## config.mk

```make
export PLATFORM = sky130hd
export DESIGN_NAME = esc_temp
export DESIGN_NICKNAME = d
export VERILOG_FILES = /design/src/esc_pkg.sv /design/src/esc_temp.sv
export SDC_FILE = /design/constraint.sdc
export NUM_CORES = 2
export LEC_CHECK = 0
export BUFFER_PORTS_ARGS = -buffer_cell sky130_fd_sc_hd__buf_2
export CORE_ASPECT_RATIO = 1.1
export CORE_MARGIN = 5
export CORE_UTILIZATION = 55
export DETAILED_ROUTE_END_ITERATION = 6
export PLACE_DENSITY = 0.8
export SYNTH_ARGS = -nofsm -noshare
export SYNTH_HDL_FRONTEND = slang
export SYNTH_SLANG_ARGS = --single-unit
```

## constraint.sdc

```tcl
create_clock -name clk -period 13.4 [get_ports clk]
set_clock_uncertainty 0.15 [all_clocks]
set_input_delay 2.68 -clock clk [delete_from_list [all_inputs] [get_ports clk]]
set_output_delay 2.68 -clock clk [all_outputs]
set_load 0.005 [all_outputs]
```

## src/esc_pkg.sv

```systemverilog
// shared types and constants of the environmental sensor compensation block
`default_nettype none

package esc_pkg;

    localparam int TFINE_LAT = 4;
    localparam int TEMP_LAT  = 5;
    localparam int HUM_LAT   = 8;
    localparam int DIV_BITS  = 41;
    localparam int DD_W      = 38;
    localparam int PRESS_LAT = 6 + DIV_BITS + 4;
    localparam int TOTAL_LAT = TFINE_LAT + PRESS_LAT;
    localparam int TEMP_DLY  = TOTAL_LAT - TEMP_LAT;
    localparam int HUM_DLY   = PRESS_LAT - HUM_LAT;
    localparam int CFG_W     = 64;
    localparam int CFG_IDX_W = 3;

    typedef enum logic [CFG_IDX_W-1:0] {
        CFG_TEMP_TRIM    = 3'd0,
        CFG_PRESS_TRIM_A = 3'd1,
        CFG_PRESS_TRIM_B = 3'd2,
        CFG_MIXED_TRIM   = 3'd3,
        CFG_HUM_TRIM     = 3'd4
    } cfg_reg_t;

    typedef struct packed {
        logic [19:0] raw_temp;
        logic [19:0] raw_press;
        logic [15:0] raw_hum;
    } in_t;

    typedef struct packed {
        logic signed [31:0] temp_centi;
        logic [31:0]        press_q24_8;
        logic [16:0]        hum_q22_10;
        logic               press_div_zero;
    } out_t;

    typedef struct packed {
        logic [15:0]        t1;
        logic signed [15:0] t2;
        logic signed [15:0] t3;
        logic [15:0]        p1;
        logic signed [15:0] p2;
        logic signed [15:0] p3;
        logic signed [15:0] p4;
        logic signed [15:0] p5;
        logic signed [15:0] p6;
        logic signed [15:0] p7;
        logic signed [15:0] p8;
        logic signed [15:0] p9;
        logic [7:0]         h1;
        logic signed [15:0] h2;
        logic [7:0]         h3;
        logic signed [15:0] h4;
        logic signed [15:0] h5;
        logic signed [7:0]  h6;
    } trim_t;

    typedef struct packed {
        logic [DD_W-1:0]     rem;
        logic [DIV_BITS-1:0] nlo;
        logic [DIV_BITS-1:0] quo;
        logic [DD_W-1:0]     dd;
        logic                ovf;
        logic                neg;
        logic                dz;
    } div_t;

endpackage

`default_nettype wire

```

## src/esc_temp.sv

```systemverilog
// temperature pipeline: fine temperature and hundredths of a degree
`default_nettype none

module esc_temp import esc_pkg::*; (
    input  wire                clk,
    input  wire  [19:0]        raw_temp,
    input  wire  trim_t        trim,
    output logic signed [23:0] tfine,
    output logic signed [31:0] temp_centi
);

    logic signed [18:0] a_reg;
    logic signed [17:0] d_reg;
    logic signed [34:0] m1_reg;
    logic signed [33:0] sq_reg;
    logic signed [23:0] tv1_reg;
    logic signed [36:0] m2_reg;
    logic signed [23:0] tfine_reg;
    logic signed [31:0] temp_reg;
    logic signed [26:0] t5;

    assign t5 = (27'(tfine_reg) <<< 2) + 27'(tfine_reg) + 27'sd128;

    always_ff @(posedge clk)
    begin
        a_reg     <= $signed({2'b0, raw_temp[19:3]}) - $signed({2'b0, trim.t1, 1'b0});
        d_reg     <= $signed({2'b0, raw_temp[19:4]}) - $signed({2'b0, trim.t1});
        m1_reg    <= 35'(a_reg) * 35'(trim.t2);
        sq_reg    <= 34'(d_reg) * 34'(d_reg);
        tv1_reg   <= 24'(m1_reg >>> 11);
        m2_reg    <= 37'(sq_reg >>> 12) * 37'(trim.t3);
        tfine_reg <= tv1_reg + 24'(m2_reg >>> 14);
        temp_reg  <= 32'(t5 >>> 8);
    end

    assign tfine      = tfine_reg;
    assign temp_centi = temp_reg;

endmodule

`default_nettype wire

```

==> flow_results.org <==
** Outcome
- The flow ran to the end, and the final reports show no timing, DRC or antenna violations.

** Routing
- Wirelength, routed :: 83800 um
- After the first detailed-routing iteration, the DRC count stood at 1244.
- In the final routed layout, each cell accounts on average for 16.8 um.
- Across all layers, the routed design uses 26.3k vias.
- Post-detailed-route DRC marker count :: 0
- The detail route stage leaves a number of antenna-violating nets equal to 0.
- Length of the first detailed-routing pass in iterations :: 6
- Vias per cell :: 5.27

** Critical path
- Crit end category :: register
- Largest fanout on the critical path :: 22
- The worst register-to-register path ends at m2_reg[32].
- CP max stage cell :: sky130_fd_sc_hd__o311ai_0
- Source of the worst register-to-register timing path :: sq_reg[22]
- Worst EP arrival :: 9.51 ns
- STA classifies the critical path startpoint as an input pin.
- Among cell families on the critical path, the largest total delay comes from adder cells.
- Count of cells along the worst register-to-register path :: 20
- For flop-to-flop paths, the worst setup slack is 5.93 ns.
- Most used cell along the critical path :: sky130_fd_sc_hd__fa_1
- The signal on the critical path passes through buf_2, nand2_1, fa_1, inv_1, fa_1, fa_1, inv_1, fa_1, inv_1, fa_1, fa_1, ha_1, a21oi_1, o21ai_0, o2bb2ai_1, o21ai_0, a21oi_1, o311ai_0, a31oi_1, a211oi_1, xnor2_1.
- Critical path buffer and inverter count :: 4
- Critical path data required time :: 13.63 ns
- In this design, the stage delay of the slowest critical-path cell is 0.66 ns.
- Tracing the worst setup path back leads to its startpoint at trim[220].
- Crit path kind :: input pin to register

** Clock network
- The longest clock path from root to sink contains 2 buffers.
- In this run, post-CTS repair resized a total of 0 instances.
- Clk pin slew, worst setup/hold paths :: 0.09 ns
- Number of post-CTS setup repair buffers :: 0
- Clock root buffer :: sky130_fd_sc_hd__clkbuf_16
- H-tree Lvls :: 4
- TritonCTS clock tree :: built
- Clock latency on the worst-skew pair :: 0.49 ns
- # hold bufs at CTS :: 0
- CTS sink count :: 152
- Buffers inserted during clock tree synthesis total 17.

** Flow run
- Across the run, the number of max-cap violations was 0.

** Synth
- The share of the Yosys chip area taken by registers is 0.0806.
- Number of flops mapped to enable cells by yosys :: 0
- Most frequent cells after synthesis :: sky130_fd_sc_hd__inv_1, sky130_fd_sc_hd__fa_1, sky130_fd_sc_hd__nand2_1, sky130_fd_sc_hd__ha_1, sky130_fd_sc_hd__and2_1
- sky130_fd_sc_hd__fa_1 takes more of the synthesized area than any other cell.
- Total of flip-flops plus latches after synthesis :: 152
- Synth top area cells :: sky130_fd_sc_hd__fa_1, sky130_fd_sc_hd__ha_1, sky130_fd_sc_hd__inv_1, sky130_fd_sc_hd__dfxtp_1, sky130_fd_sc_hd__nand2_1
- Post-Synthesis Cells :: 4040
- Avg Inst Size Synth :: 9.35 um2
- Post-synth net total :: 5565
- Most numerous cell in the Yosys netlist :: sky130_fd_sc_hd__inv_1
- Yosys warnings :: 0
- Share of synthesized registers carrying an async set or reset :: 0
- The share of synthesized area in the top cell type comes to 0.478.
- Among all flip-flop cells after synthesis, the most frequent one is sky130_fd_sc_hd__dfxtp_1.
- Unique masters post-synth :: 60
- Netlist area before placement :: 37800 um2

** Layout
- Non-filler instance count after layout :: 4982
- The register with the most flip-flops in the layout has 24 of them.
- Fill cells in the final layout number 5687.
- In the final layout, flip-flops and latches occupy 3050 um2.
- Relative to the synthesized area, the layout overhead comes to 5.02%.
- In the final layout, the share of cells above drive strength 1 is 0.0448.
- Multi-input logic area :: 30000 um2
- After the last flow step, the layout net total stands at 5574.

** Min path
- Hold Path Class :: register to register
- The path with the worst hold slack has its endpoint at tv1_reg[5].
- Hold path cells :: 0
- In this run the most critical hold path is launched from m1_reg[16].

** GRT
- Via count of the first global-routing pass :: 29.3k
- First-pass GRT wire length :: 141000 um
- Maximum number of pins on one net before global-route repair :: 36
- Overall fraction of global-route tracks in use :: 0.236
- GR Overflow Total :: 0
- Initial antenna violation count :: 4

** Timing
- In the finished design, the share of the clock period the worst path needs comes to 0.693.
- Hold Fails Final Rpt :: 0
- Summed over all failing endpoints, the final setup total negative slack is 0 ns.
- Derived from the worst setup path, the maximum achievable clock frequency is 108 MHz.
- Final WS setup :: 4.11 ns
- Measured against its own limit, the worst slew margin works out to 0.409.
- At the pin with the least slew margin, the transition time is 0.887 ns.
- The smallest clock period supported by the final layout is computed as 9.29 ns.
- Setup repair after global routing left no endpoint under its margin.
- The count of pins over their slew limit is 0.
- Final-report setup violation count :: 0

** Placed design
- Port-buffer cells :: 121
- Worst slack at placement :: 3.93 ns
- Detailed placement finished with a half-perimeter wire length of 68500 um.
- The number of placed instances, taps included, is 4948.
- Last weighted congestion value of the routability-driven placer :: 0.897

** Die
- Area of the die :: 74000 um2
- The initial utilization of the core area, before any placement, comes to 0.556.
- Top-level port count :: 341
- Die Span Y :: 285 um
- The die is 260 um wide.
- Site row count :: 100
- The total area inside the core boundary comes to 67900 um2.
per-layer routing:
metal	share of wire	vias up	GRT usage
met4	0.040	4	0.0889
met2	0.52	851	0.419
met1	0.37	13400	0.286
met3	0.066	211	0.0461
li1	-	11800	-
met5	0.00041	-	0
worst register-to-register path, delay by kind of cell, from the launching register on:
family | cells | cell delay [ns]
xor gates and xnor gates | 1 | 0.20
DFF | 1 | 0.82
and+or+nand+nor | 1 | 0.19
buffers and inverters | 3 | 0.16
adders and majority gates | 7 | 3.35
AOI/OAI and AO/OA | 8 | 2.51
per-stage QoR:
stage | hold slack, ns | utilization | cell area (um2)
after floorplan | 0.160 | - | 37800
after global placement | 0.161 | 0.575 | 39100
after detailed placement | 0.163 | 0.575 | 39100
after CTS | 0.166 | 0.584 | 39700
after global routing | 0.174 | 0.584 | 39700
final | 0.160 | 0.584 | 39700
final cells by class:
cell class,instances,share of cell area
inverter,1095,0.104
antenna,2,0.000126
tap,918,0.0290
sequential,152,0.0768
clock inverter,15,0.00476
timing repair buffer,139,0.0187
clock buffer,17,0.0107
multi-input combinational,2644,0.756
layout by cell type, fill, tap and decap left out, types with 11 or more instances in the layout:
cell type                   instances
sky130_fd_sc_hd__inv_1           1095
sky130_fd_sc_hd__fa_1             902
sky130_fd_sc_hd__nand2_1          486
sky130_fd_sc_hd__ha_1             338
sky130_fd_sc_hd__and2_1           287
sky130_fd_sc_hd__dfxtp_1          150
sky130_fd_sc_hd__buf_2            121
sky130_fd_sc_hd__nor2_1           113
sky130_fd_sc_hd__xnor2_1          104
sky130_fd_sc_hd__a21oi_1           56
sky130_fd_sc_hd__a21o_1            39
sky130_fd_sc_hd__o21ai_0           37
sky130_fd_sc_hd__xor2_1            37
sky130_fd_sc_hd__nand3_1           26
sky130_fd_sc_hd__nor3_1            24
sky130_fd_sc_hd__nand2b_1          23
sky130_fd_sc_hd__buf_4             18
sky130_fd_sc_hd__a31oi_1           17
sky130_fd_sc_hd__clkbuf_16         17
sky130_fd_sc_hd__o21a_1            14
sky130_fd_sc_hd__and3_1            14
sky130_fd_sc_hd__nor2b_1           13
sky130_fd_sc_hd__o21bai_1          11
cells by family after synthesis:
logic type,share of synthesized area
buffers and inverters,0.125
AND/OR/NAND/NOR,0.128
XOR/XNOR,0.0327
AO/OA/AOI/OAI,0.0433
flip-flops,0.0806
adder cells (fa/ha/maj),0.590
worst max-delay path by stage:
stage                       endpoint  slack, ns  cells past startpoint
after floorplan           m2_reg[29]       4.63                     21
after global placement    m2_reg[32]       4.02                     21
after detailed placement  m2_reg[32]       3.93                     21
after CTS                 m2_reg[32]       4.32                     21
after global routing      m2_reg[32]       3.92                     21
final                     m2_reg[32]       4.11                     21
Power is left out: the tool's default activity adds up to more than one toggle a clock period on the data nets, which glitch-free logic cannot reach.
